$ cat src/design/dsw_pkg.sv
// ----------------------------------------------------------------------------
// dsw_pkg: shared types and helpers for the date stepper
// Request and status codes, date record, calendar tables, constant dividers.
// ----------------------------------------------------------------------------
package dsw_pkg;

    localparam int unsigned MAX_YEAR_DEF = 9999;

    localparam int unsigned YEAR_W  = 14;
    localparam int unsigned MONTH_W = 4;
    localparam int unsigned DAY_W   = 5;
    localparam int unsigned WDAY_W  = 3;
    localparam int unsigned SUM_W   = 15;

    localparam logic [MONTH_W-1:0] MONTHS_PER_YEAR = 4'd12;
    localparam logic [DAY_W-1:0]   LEAP_FEB_DAYS   = 5'd29;
    localparam logic [DAY_W-1:0]   DEC_DAYS        = 5'd31;

    // floor(y / 100) for y < 43699 as (y * 5243) >> 19
    localparam logic [12:0] DIV100_MUL = 13'd5243;
    // floor(s / 7) for s < 43690 as (s * 18725) >> 17
    localparam logic [14:0] DIV7_MUL   = 15'd18725;

    localparam logic [4:0] MONTH_LEN [12] = '{
        5'd31, 5'd28, 5'd31, 5'd30, 5'd31, 5'd30,
        5'd31, 5'd31, 5'd30, 5'd31, 5'd30, 5'd31
    };
    localparam logic [2:0] MONTH_OFF [12] = '{
        3'd0, 3'd3, 3'd2, 3'd5, 3'd0, 3'd3,
        3'd5, 3'd1, 3'd4, 3'd6, 3'd2, 3'd4
    };

    typedef enum logic [1:0] {
        REQ_LOAD = 2'd0,
        REQ_BACK = 2'd1,
        REQ_FWD  = 2'd2
    } req_t;

    typedef enum logic [1:0] {
        ST_OK      = 2'd0,
        ST_REJECT  = 2'd1,
        ST_LIMIT   = 2'd2,
        ST_NO_DATE = 2'd3
    } status_t;

    typedef struct packed {
        logic [YEAR_W-1:0]  year;
        logic [MONTH_W-1:0] month;
        logic [DAY_W-1:0]   day;
        logic               have;
    } date_t;

    typedef struct packed {
        date_t   date;
        status_t status;
    } step_t;

    function automatic logic [7:0] div100(input logic [YEAR_W-1:0] y);
        logic [26:0] p;
        begin
            p = 27'(y) * 27'(DIV100_MUL);
            return p[26:19];
        end
    endfunction

    function automatic logic is_leap(input logic [YEAR_W-1:0] y);
        logic [7:0]        q;
        logic [YEAR_W-1:0] r100;
        begin
            q    = div100(y);
            r100 = y - (14'(q) * 14'd100);
            // divisible by 400 means divisible by 100 with a quotient divisible by 4
            return ((y[1:0] == 2'b00) && (r100 != '0)) ||
                   ((r100 == '0) && (q[1:0] == 2'b00));
        end
    endfunction

    function automatic logic [DAY_W-1:0] month_days(input logic [MONTH_W-1:0] m,
                                                    input logic leap);
        logic [DAY_W-1:0] len;
        begin
            if ((m == '0) || (m > MONTHS_PER_YEAR))
                len = '0;
            else if ((m == 4'd2) && leap)
                len = LEAP_FEB_DAYS;
            else
                len = MONTH_LEN[4'(m - 4'd1)];
            return len;
        end
    endfunction

    // sakamoto sum before the mod 7
    function automatic logic [SUM_W-1:0] weekday_sum(input date_t d);
        logic [YEAR_W-1:0] y;
        logic [7:0]        q100;
        logic [2:0]        off;
        begin
            y    = (d.month < 4'd3) ? (d.year - 14'd1) : d.year;
            q100 = div100(y);
            off  = ((d.month == '0) || (d.month > MONTHS_PER_YEAR)) ? 3'd0
                   : MONTH_OFF[4'(d.month - 4'd1)];
            return 15'(y) + 15'(y[YEAR_W-1:2]) - 15'(q100) + 15'(q100[7:2])
                   + 15'(off) + 15'(d.day);
        end
    endfunction

    function automatic logic [WDAY_W-1:0] mod7(input logic [SUM_W-1:0] s);
        logic [29:0]      p;
        logic [12:0]      q;
        logic [SUM_W-1:0] r;
        begin
            p = 30'(s) * 30'(DIV7_MUL);
            q = p[29:17];
            r = s - (15'(q) * 15'd7);
            return r[WDAY_W-1:0];
        end
    endfunction

endpackage

$ cat src/design/dsw_step.sv
// ----------------------------------------------------------------------------
// dsw_step: next-date logic
// Checks a load, or moves the held date one day back or forward with the
// leap rule, and gives the new date with a status code.
// ----------------------------------------------------------------------------
module dsw_step #(
    parameter int unsigned MAX_YEAR = dsw_pkg::MAX_YEAR_DEF
) (
    input  dsw_pkg::req_t   req,
    input  logic [13:0]     load_year,
    input  logic [3:0]      load_month,
    input  logic [4:0]      load_day,
    input  dsw_pkg::date_t  cur,
    output dsw_pkg::step_t  nxt
);

    localparam logic [13:0] YEAR_MAX = 14'(MAX_YEAR);

    logic       ld_leap;
    logic [4:0] ld_len;
    logic       ld_ok;
    logic       cur_leap;
    logic [4:0] cur_len;
    logic [4:0] prev_len;

    assign ld_leap  = dsw_pkg::is_leap(load_year);
    assign ld_len   = dsw_pkg::month_days(load_month, ld_leap);
    assign ld_ok    = (load_year != '0) && (load_year <= YEAR_MAX) &&
                      (load_day != '0) && (load_day <= ld_len);
    assign cur_leap = dsw_pkg::is_leap(cur.year);
    assign cur_len  = dsw_pkg::month_days(cur.month, cur_leap);
    assign prev_len = dsw_pkg::month_days(4'(cur.month - 4'd1), cur_leap);

    always_comb
    begin
        nxt.date   = cur;
        nxt.status = dsw_pkg::ST_OK;
        if (req == dsw_pkg::REQ_LOAD)
        begin
            if (ld_ok)
            begin
                nxt.date.year  = load_year;
                nxt.date.month = load_month;
                nxt.date.day   = load_day;
                nxt.date.have  = 1'b1;
            end
            else
            begin
                nxt.status = dsw_pkg::ST_REJECT;
            end
        end
        else if (!cur.have)
        begin
            nxt.status = dsw_pkg::ST_NO_DATE;
        end
        else
        begin
            case (req)
                dsw_pkg::REQ_BACK:
                begin
                    if (cur.day > 5'd1)
                        nxt.date.day = cur.day - 5'd1;
                    else if (cur.month > 4'd1)
                    begin
                        nxt.date.month = cur.month - 4'd1;
                        nxt.date.day   = prev_len;
                    end
                    else if (cur.year > 14'd1)
                    begin
                        nxt.date.year  = cur.year - 14'd1;
                        nxt.date.month = dsw_pkg::MONTHS_PER_YEAR;
                        nxt.date.day   = dsw_pkg::DEC_DAYS;
                    end
                    else
                        nxt.status = dsw_pkg::ST_LIMIT;
                end
                dsw_pkg::REQ_FWD:
                begin
                    if (cur.day < cur_len)
                        nxt.date.day = cur.day + 5'd1;
                    else if (cur.month < dsw_pkg::MONTHS_PER_YEAR)
                    begin
                        nxt.date.month = cur.month + 4'd1;
                        nxt.date.day   = 5'd1;
                    end
                    else if (cur.year < YEAR_MAX)
                    begin
                        nxt.date.year  = cur.year + 14'd1;
                        nxt.date.month = 4'd1;
                        nxt.date.day   = 5'd1;
                    end
                    else
                        nxt.status = dsw_pkg::ST_LIMIT;
                end
                default:
                begin
                    // unused request code leaves the date alone
                end
            endcase
        end
    end

endmodule

$ cat src/design/date_stepper_with_weekday.sv
// ----------------------------------------------------------------------------
// date_stepper_with_weekday: Gregorian date counter with weekday output
// Throughput: one item per cycle unless m_axis_tready stalls the output;
// the held date updates at accept, and the weekday follows in two pipeline
// stages (constant-multiply divide, mod 7) after the s1 register.
// Reset: asynchronous, clears the held date and empties all pipeline stages.
// ----------------------------------------------------------------------------
module date_stepper_with_weekday #(
    parameter int unsigned MAX_YEAR = dsw_pkg::MAX_YEAR_DEF
) (
    input  logic        clk,
    input  logic        rst_n,
    input  logic        s_axis_tvalid,
    output logic        s_axis_tready,
    input  logic [23:0] s_axis_tdata,   // load_year, load_month, load_day, pad
    input  logic [1:0]  s_axis_tuser,   // req_type
    output logic        m_axis_tvalid,
    input  logic        m_axis_tready,
    output logic [31:0] m_axis_tdata,   // year, month, day, weekday, pad
    output logic [2:0]  m_axis_tuser    // date_valid, status
);

    dsw_pkg::date_t  cur_reg;
    dsw_pkg::step_t  step;

    logic            s1_valid_reg;
    dsw_pkg::step_t  s1_reg;
    logic            s2_valid_reg;
    dsw_pkg::step_t  s2_reg;
    logic [14:0]     s2_sum_reg;
    logic            out_valid_reg;
    dsw_pkg::step_t  out_reg;
    logic [2:0]      out_wday_reg;

    logic            out_ready;
    logic            s2_ready;
    logic            s1_ready;
    logic            accept;
    logic [14:0]     s2_sum_next;
    logic [2:0]      out_wday_next;

    assign out_ready     = !out_valid_reg || m_axis_tready;
    assign s2_ready      = !s2_valid_reg || out_ready;
    assign s1_ready      = !s1_valid_reg || s2_ready;
    assign s_axis_tready = s1_ready;
    assign accept        = s_axis_tvalid && s1_ready;

    dsw_step #(
        .MAX_YEAR (MAX_YEAR)
    ) u_step (
        .req        (dsw_pkg::req_t'(s_axis_tuser)),
        .load_year  (s_axis_tdata[13:0]),
        .load_month (s_axis_tdata[17:14]),
        .load_day   (s_axis_tdata[22:18]),
        .cur        (cur_reg),
        .nxt        (step)
    );

    // no held date gives a zero sum, so the weekday field reads zero
    assign s2_sum_next   = s1_reg.date.have ? dsw_pkg::weekday_sum(s1_reg.date) : '0;
    assign out_wday_next = dsw_pkg::mod7(s2_sum_reg);

    always_ff @(posedge clk or negedge rst_n)
    begin
        if (!rst_n)
        begin
            cur_reg       <= '0;
            s1_valid_reg  <= 1'b0;
            s2_valid_reg  <= 1'b0;
            out_valid_reg <= 1'b0;
        end
        else
        begin
            if (accept)
                cur_reg <= step.date;
            if (s1_ready)
                s1_valid_reg <= s_axis_tvalid;
            if (s2_ready)
                s2_valid_reg <= s1_valid_reg;
            if (out_ready)
                out_valid_reg <= s2_valid_reg;
        end
    end

    always_ff @(posedge clk)
    begin
        if (accept)
            s1_reg <= step;
        if (s2_ready)
        begin
            s2_reg     <= s1_reg;
            s2_sum_reg <= s2_sum_next;
        end
        if (out_ready)
        begin
            out_reg      <= s2_reg;
            out_wday_reg <= out_wday_next;
        end
    end

    assign m_axis_tvalid = out_valid_reg;
    assign m_axis_tdata  = {6'd0, out_wday_reg, out_reg.date.day,
                            out_reg.date.month, out_reg.date.year};
    assign m_axis_tuser  = {out_reg.status, out_reg.date.have};

`ifndef SYNTHESIS
    // a held date is never dropped
    a_have_sticky: assert property (@(posedge clk) disable iff (!rst_n)
        !$fell(cur_reg.have))
        else $error("held date lost");

    // no held date means an all-zero date on the output
    a_zero_when_empty: assert property (@(posedge clk) disable iff (!rst_n)
        m_axis_tvalid && !m_axis_tuser[0] |-> m_axis_tdata[25:0] == 26'd0)
        else $error("date shown without a held date");

    // refused step only occurs with no held date
    a_no_date_status: assert property (@(posedge clk) disable iff (!rst_n)
        m_axis_tvalid && (m_axis_tuser[2:1] == dsw_pkg::ST_NO_DATE) |-> !m_axis_tuser[0])
        else $error("no-date status with a held date");

    // a stalled first stage keeps its contents
    a_s1_hold: assert property (@(posedge clk) disable iff (!rst_n)
        s1_valid_reg && !s2_ready |=> s1_valid_reg && $stable(s1_reg))
        else $error("stage one changed while stalled");

    a_wday_range: assert property (@(posedge clk) disable iff (!rst_n)
        m_axis_tvalid |-> m_axis_tdata[25:23] != 3'd7)
        else $error("weekday out of range");
`endif

endmodule
$ cat config.mk
export PLATFORM = sky130hd
export DESIGN_NAME = date_stepper_with_weekday
export DESIGN_NICKNAME = d
export VERILOG_FILES = /design/src/design/dsw_pkg.sv /design/src/design/dsw_step.sv /design/src/design/date_stepper_with_weekday.sv
export SDC_FILE = /design/constraint.sdc
export NUM_CORES = 1
export LEC_CHECK = 0
export BUFFER_PORTS_ARGS = -buffer_cell sky130_fd_sc_hd__buf_2
export CAP_MARGIN = 5
export CELL_PAD_IN_SITES_DETAIL_PLACEMENT = 1
export CELL_PAD_IN_SITES_GLOBAL_PLACEMENT = 1
export CORE_MARGIN = 4
export CORE_UTILIZATION = 30
export DETAILED_ROUTE_END_ITERATION = 10
export PLACE_DENSITY_LB_ADDON = 0.1
export SYNTH_ARGS = -nofsm -noshare
export SYNTH_HDL_FRONTEND = slang
export SYNTH_HIERARCHICAL = 1
export SYNTH_SLANG_ARGS = --single-unit
$ cat constraint.sdc
create_clock -name clk -period 25.3 [get_ports clk]
set_input_delay 3.795 -clock clk [delete_from_list [all_inputs] [get_ports clk]]
set_output_delay 3.795 -clock clk [all_outputs]
set_load 0.1 [all_outputs]
# Word level (Yosys, flattened, before mapping)

Memories as Yosys holds them, arrays and structs flattened.
Index checks and enable logic that the tools add are counted.

Bits in registers: 123
Bits in latches: 0
Bits in writable memories: 0
Bits in read-only memories: 288
Input port bits: 30
Output and inout port bits: 37
Word-level logic and storage cells: 158
Memories kept: 4

Memories:

| name            | depth | bits a word | read ports | clocked after Yosys merged registers in | write ports | line           | source |
|---|---|---|---|---|---|---|---|
| (no name shown) | 16    | 5           | 1          | 0                                       | 0           | dsw_pkg.sv:87  | `len = MONTH_LEN[4'(m - 4'd1)];` |
| (no name shown) | 16    | 5           | 1          | 0                                       | 0           | dsw_pkg.sv:87  |  |
| (no name shown) | 16    | 5           | 1          | 0                                       | 0           | dsw_pkg.sv:87  |  |
| (no name shown) | 16    | 3           | 1          | 0                                       | 0           | dsw_pkg.sv:101 | `: MONTH_OFF[4'(d.month - 4'd1)];` |

Add/sub/neg operators: 18
$mul: 7
Div/mod/pow operators: 0
Magnitude comparators: 17
Equality and inequality tests: 5
Shifts and indexed selects: 0
Mux-type cells: 41
Bitwise operators: 4
Reduce and logical (&&, ||, !) cells: 38

Operators by type and width:

| kind                     | number |
|---|---|
| $mux W23                 | 4 |
| $mul A14 B13 Y27 const B | 3 |
| $mux W5                  | 14 |
| $pmux W23 S2             | 1 |
| $mux W14                 | 3 |
| $reduce_bool A14 Y1      | 3 |
| $mux W18                 | 2 |
| $mul A15 B15 Y30 const B | 1 |
| $logic_not A14 Y1        | 2 |
| $sub A14 B1 Y14 const B  | 2 |
| $sub A14 B14 Y14         | 2 |
| $mul A8 B5 Y12 const B   | 2 |
| $mux W24                 | 1 |
| $ge A5 B5 Y1 const B     | 4 |
| $not A4 Y5               | 4 |
| $mux W9                  | 2 |
| $gt A4 B4 Y1 const B     | 4 |
| $logic_not A4 Y1         | 4 |
| $mux W2                  | 8 |
| $sub A4 B1 Y4 const B    | 4 |
| $add A14 B12 Y15         | 1 |
| $add A15 B3 Y15          | 1 |
| $add A15 B5 Y15          | 1 |
| $add A15 B6 Y15          | 1 |
| other kinds (27)         | 56 |

# Depth between registers and ports, before layout

Gate-level depths: netlist (run 1).

Word-level depth: 14
Gate-level depth with buffers: 53
Depth with buffers taken out: 51

# Modules after synthesis

The synthesis (run 1) kept the hierarchy.

By module, submodules not included:

| module                    | instances | cells each | area each (µm²) | sequential area each (µm²) |
|---|---|---|---|---|
| dsw_step                  | 1         | 1484       | 12270.5         | 0.0 |
| date_stepper_with_weekday | 1         | 904        | 10929.2         | 3558.4 |

# Worst setup path after synthesis (run 1)

Ideal clock, no wire load.

Path type: input to register
Start point: in s_axis_tdata[5]
End point: reg cur_reg[4] in the netlist's numbering
Library setup time: 0.125 ns
Arrival time: 13.038 ns
Data required time: 25.175 ns
Slack: 12.137 ns
Cell stages on the path: 47
Path buffers: 2
Cell sequence: inv_1 -> fa_1 -> inv_1 -> ha_1 -> fa_1 -> inv_1 -> fa_1 -> fa_1 -> inv_1 -> ha_1 -> a211o_1 -> a211o_1 -> o21a_1 -> a21boi_0 -> nor2b_1 -> nor2_1 -> xnor2_1 -> ha_1 -> [11 not listed] -> nand2b_1 -> a31o_2 -> mux2i_1 -> o31a_1 -> ha_1 -> nor2b_1 -> o21a_1 -> o21a_1 -> o21a_1 -> o22ai_1 -> o2111a_1 -> clkbuf_1 -> buf_1 -> mux2i_1 -> nand2_1 -> o31ai_1 -> a21oi_1 -> mux2_2

RTL lines:

| element              | line                            | source |
|---|---|---|
| start, declared      | date_stepper_with_weekday.sv:15 | `input logic [23:0] s_axis_tdata,` |
| end signal, assigned | date_stepper_with_weekday.sv:75 | `cur_reg <= step.date;` |
| end, declared        | date_stepper_with_weekday.sv:23 | `dsw_pkg::date_t cur_reg;` |

==> out/results.ini, run 1 <==
[yosys]
synth-simple-area-share_pct = 8.030
synth-main-ff-cell = edfxtp_1
count_of_flip_flops_with_a_built_in_enable_after_synthesis = 96
ys_ff_latch = 123
netlist-cell-type-count = 83
synth.yosys.seq_area_share_pct = 15.34
adder_cell_fraction_of_synth_area_pct = 49.71
synth_compound_area_share_pct = 11.59
yosys-mux-area-fraction_pct = 1.931
post_synthesis_mean_instance_area_um2 = 9.715
async_sr_flop_fraction_pct = 21.95
main_combinational_cell_family_by_area_after_synthesis = adder cells
synth.cell_area_um2 = 23200
parity_gate_share_of_the_synthesized_area_counting_xor_and_xnor_cells_pct = 4.153
synth.yosys.warnings = 6
postSynthCellCount = 2388

[die]
die_area_um2 = 81840
core_um2 = 76330
floorplan.io_pins = 67
initial_utilization_pct = 30.39
num_rows = 101
die_width_um = 286.1
floorplan.die.height_um = 286.1

[clock_network]
postCtsSetupRepairBufs = 0
htreeDepth = 4
clock_insertion_delay_worst_skew_ns = 0.44
cts.path.max_buffers = 2
clk_transition_reported_paths_ns = 0.06
cts-buffers-inserted = 17
clock_tree_from_tritoncts = built
clockRootBuffer = clkbuf_16
cts_sinks = 123
cts-hold-fix-buffers = 0
cts-resized-gates = 0

[final_layout]
layout.cells.most_common_list = ha_1, inv_1, fa_1
multiInputGateArea_um2 = 17520
util_after_layout_pct = 33.24
finish.cell_count_without_fillers = 3494
mostFrequentLayoutCell = ha_1
proportion_of_layout_cells_with_a_drive_suffix_above_1_pct = 6.659
sequential_cell_area_um2 = 3558
fill_cells = 8806
nNetsFinal = 3256
synthToLayoutAreaGrowth_pct = 9.373

[min_path]
hold_start = s2_reg[7]
worst_hold_path.num_cells = 0
class_of_the_most_critical_hold_timing_path = reg -> reg

[sta]
final.setup.worst_slack_ns = 10.72
report.final.slew_viol_count = 0
layout_worst_path_cycle_share_pct = 57.62
finClkSkew_ns = 0.01125
max_slew.worst_pin.slew_ns = 1.076
final_setup_violation_count = 0
final-hold-violation-count = 0
rsz0062_at_grt = no
setup-tns-final_ns = 0
slew_headroom_pct = 27.98
period_needed_ns = 14.58
fmax_mhz = 68.60

[grt]
globalRouteTotalUtil_pct = 16.75
overflow_left_after_global_routing = 0
first_pass_grt_wire_length_mm = 107.8
maximum_number_of_pins_on_one_net_before_global_route_repair = 43
antenna_found_initial = 1
first_global_vias = 19000

[placed_design]
placement.io_buffers = 59
place_inst = 3461
hpwlAfterDp_mm = 55.85
preCtsSetupSlack_ns = 10.40
gp_congestion = 0.8200

[worst_setup_path]
worst_ep_required_time_ns = 25.67
critPathMaxStageDelay_ns = 0.80
critical_path.max_fanout = 13
worstSetupStartpointType = flop
regToRegStartpoint = cur_reg[15]
cp-end-kind = flop
timing.critical_path.slowest_stage_cell = dfrtp_1
critical_path.startpoint = cur_reg[15]
timing.reg2reg.worst_path_depth = 48
path_class = reg -> reg
critPathArrivalTime_ns = 14.95

[routing]
wire_per_inst_um = 19.05
routed.top_layer = met4
detailroute.wirelength.met2_mm = 33.59
routed_wl_mm = 66.56
detail_route.first_pass.iterations = 4
detail_route.wirelength.met1_mm = 30.82
detail_route.drc_violations = 0
detailroute.wirelength.met3_mm = 1.164
detailroute.via_count = 16930
ant_nets = 0
detailedRoute.firstIterationViolations = 584
vias_per_cell = 4.845

[outcome]
run_status = completed

[job]
drv_cap = 0

## cells in the mapped netlist (10+ instances only)
cell type	number	area share, %
ha_1	533	29
fa_1	243	21
o21ai_0	73	1.6
or3_1	12	0.32
xor2_1	42	1.6
o21a_1	21	0.68
nor2_1	73	1.2
mux2_2	26	1.3
nand2_1	97	1.6
xnor2_1	68	2.6
o21bai_1	14	0.45
o211ai_1	17	0.55
nor3_1	43	0.93
a21oi_1	98	2.1
nand2b_1	12	0.32
and3_1	14	0.38
o31ai_1	13	0.42
nand4_1	22	0.59
and2_1	18	0.49
nand3_1	43	0.93
nor2b_1	14	0.38
clkbuf_1	32	0.52
a31oi_1	14	0.38
o22ai_1	10	0.27
inv_1	511	8.3
a21o_1	41	1.3
a211oi_1	11	0.36
mux2i_1	14	0.60
dfrtp_1	27	2.9
edfxtp_1	96	12
## routing by layer
layer	up-vias	global-route usage (%)
li1	8193	-
met5	-	0
met2	166	30.56
met1	8521	21.90
met4	0	3.117
met3	47	1.235
## critical path, delay by kind of cell (launching register included)
family,cells,cell delay (ns)
muxes,1,0.25
adders and majority gates,12,4.78
xor gates and xnor gates,1,0.17
DFF,1,0.80
AOI/OAI and AO/OA,16,4.53
and+or+nand+nor,11,2.89
buffers and inverters,7,1.08
## through the flow
stage               hold WS (ns)  cell area (µm²)
floorplan                 0.4003            23220
global placement          0.4012            24780
detailed placement        0.4052            24780
CTS                       0.4195            25370
global route              0.4301            25370
finish                    0.4178            25370
## path summary, 6_finish.rpt
check                                    to  slack [ns]
setup reg to reg                cur_reg[14]       10.72
hold reg to reg            m_axis_tdata[22]        0.42
setup / recovery                cur_reg[14]       10.72
max in group asynchronous       cur_reg[14]       21.46
hold / removal             m_axis_tdata[22]        0.42
min in group asynchronous     m_axis_tvalid        3.39
## cell families after synthesis
logic type                 Yosys count
adders and majority gates          776
buffers and inverters              561
other                                1
AOI/OAI and AO/OA                  400
muxes                               41
xor gates and xnor gates           110
and+or+nand+nor                    376
DFF                                123
## final cells by class
cell class,count,share of cell area [%]
diodes,1,0.009862
clock buffers,18,1.691
clock inverters,14,0.6361
inverters,516,7.633
multi-input cells,1709,69.05
flip-flops and latches,123,14.02
well taps,1030,5.079
repair buffers,83,1.874
Power of run 1 is left out: the tool's default activity adds up to more than one toggle a clock period on the data nets, which glitch-free logic cannot reach.
==> inputs of run 2 (changes only) <==
Clock period 25.3 ns to 14.8 ns, I/O delays scaled along.
==> run 2 against run 1 <==
  * Non-clock buffer count up 7
  * Clock-buffer cell count up 3
  * Wire length up 0.70%
  * Sequential cell count unchanged
  * Critical path type unchanged
  * Sequential share of layout area about the same
  * Design area up 0.11%
  * First-iteration DRC count up 20%
  * Worst setup slack worse by 9.2 ns
==> out/results.ini, run 2 (synthesized netlist as in run 1, its figures left out) <==
[outcome]
run_status = completed

[worst_setup_path]
worstSetupStartpointType = flop
setup.worst_path.end = cur_reg[14]
critical_path.startpoint = cur_reg[17]
critPathMaxStageDelay_ns = 0.91  ; +0.11 ns
worst_ep_required_time_ns = 15.11  ; -10.56 ns
critPathArrivalTime_ns = 13.55  ; -1.40 ns
path_class = reg -> reg
rrSetupSlack_ns = 1.55  ; -9.17 ns
cp-end-kind = flop
r2r_end = cur_reg[14]
critical_path.max_fanout = 13  ; unchanged
regToRegStartpoint = cur_reg[17]
timing.critical_path.slowest_stage_cell = dfrtp_1
timing.reg2reg.worst_path_depth = 51  ; +6.3%

[die]
floorplan.die.height_um = 286.1  ; unchanged
num_rows = 101  ; unchanged
initial_utilization_pct = 30.39  ; unchanged
core_um2 = 76330  ; unchanged
die_width_um = 286.1  ; unchanged
die_area_um2 = 81840  ; unchanged
floorplan.io_pins = 67  ; unchanged

[sta]
rsz0062_at_grt = no
max_slew.worst_pin.slew_ns = 1.079  ; +0.002287 ns
hold_slack_ns = 0.4172  ; -0.0005720 ns
report.final.slew_viol_count = 0  ; unchanged
period_needed_ns = 13.25  ; -1.330 ns
final-hold-violation-count = 0  ; unchanged
finClkSkew_ns = 0.01241  ; +0.001162 ns
setup-tns-final_ns = 0  ; unchanged
layout_worst_path_cycle_share_pct = 89.51  ; +32 points
final_setup_violation_count = 0  ; unchanged
slew_headroom_pct = 27.57  ; -0.42 points
fmax_mhz = 75.49  ; +10%
final.setup.worst_slack_ns = 1.553  ; -9.170 ns

[final_layout]
proportion_of_layout_cells_with_a_drive_suffix_above_1_pct = 6.923  ; +0.26 points
multiInputGateArea_um2 = 17520  ; unchanged
sequential_cell_area_um2 = 3558  ; unchanged
util_after_layout_pct = 33.28  ; +0.036 points
nNetsFinal = 3263  ; +0.21%
synthToLayoutAreaGrowth_pct = 9.492
mostFrequentLayoutCell = ha_1
fill_cells = 8800  ; -0.068%
layout.cells.most_common_list = ha_1, inv_1, fa_1

[clock_network]
clk_transition_reported_paths_ns = 0.06  ; about the same
clock_tree_from_tritoncts = built
cts-resized-gates = 0  ; unchanged
cts.path.max_buffers = 2  ; unchanged
htreeDepth = 4  ; unchanged
cts-buffers-inserted = 17  ; unchanged
cts-hold-fix-buffers = 0  ; unchanged
clockRootBuffer = clkbuf_16
clock_insertion_delay_worst_skew_ns = 0.43  ; about the same
cts_sinks = 123  ; unchanged
postCtsSetupRepairBufs = 0  ; unchanged

[routing]
detail_route.drc_violations = 0  ; unchanged
routed_wl_mm = 67.03  ; +0.70%
detailedRoute.firstIterationViolations = 698  ; +20%
wire_per_inst_um = 19.15  ; +0.50%
detailroute.via_count = 16970  ; +0.25%
vias_per_cell = 4.847  ; about the same
ant_nets = 0  ; unchanged
detail_route.first_pass.iterations = 4  ; unchanged

[min_path]
class_of_the_most_critical_hold_timing_path = reg -> reg
hold_start = s2_reg[2]

[grt]
maximum_number_of_pins_on_one_net_before_global_route_repair = 43  ; unchanged
overflow_left_after_global_routing = 0  ; unchanged
globalRouteTotalUtil_pct = 16.75  ; about the same
antenna_found_initial = 0  ; -1
first_global_vias = 18840  ; -0.86%
first_pass_grt_wire_length_mm = 107.6  ; -0.17%

[placed_design]
hpwlAfterDp_mm = 56.62  ; +1.4%
placement.io_buffers = 59  ; unchanged
gp_congestion = 0.8185  ; -0.18%
preCtsSetupSlack_ns = 1.568  ; -8.831 ns

[job]
drv_cap = 0  ; unchanged

## run 2: how the worst min path moves through the flow
stage                                  end  slack (ns)  cells past startpoint
after global placement     m_axis_tdata[9]        0.40                      0
after detailed placement  m_axis_tdata[11]        0.41                      0
after floorplan            m_axis_tdata[0]        0.40                      0
after CTS                 m_axis_tdata[19]        0.42                      0
final                      m_axis_tuser[0]        0.42                      0
after global routing       m_axis_tuser[0]        0.43                      0
## run 2: through the flow
stage	cell area [µm²]	cells
after detailed placement	24830	3468
after global routing	25400	3500
after CTS	25400	3500
final	25400	3501
after global placement	24830	3468
after floorplan	23220	2393
## run 2: final cells by class
type	count	area share, %
clock inverters	11	0.3251
multi-input cells	1709	68.98
repair buffers	90	2.079
inverters	516	7.625
clock buffers	21	1.901
diodes	1	0.009851
well taps	1030	5.073
flip-flops and latches	123	14.01
## run 2: worst max-delay path: cells and delay by family, from the launching register on
family | cells | cell delay [ns]
fa+ha+maj | 12 | 4.64
compound gates | 20 | 4.45
simple gates | 9 | 1.84
flops | 1 | 0.91
buf+inv | 8 | 0.80
mux | 1 | 0.32
xor+xnor | 1 | 0.18
## run 2: metal layers
layer | part of all wire (%) | up-vias | GRT usage, %
li1 | - | 8193 | -
met1 | 47 | 8599 | 22.16
met2 | 51 | 138 | 30.39
met3 | 1.3 | 40 | 1.068
met4 | 1.4 | 0 | 3.055
met5 | 0 | - | 0
Power of run 2 is left out for the same reason.
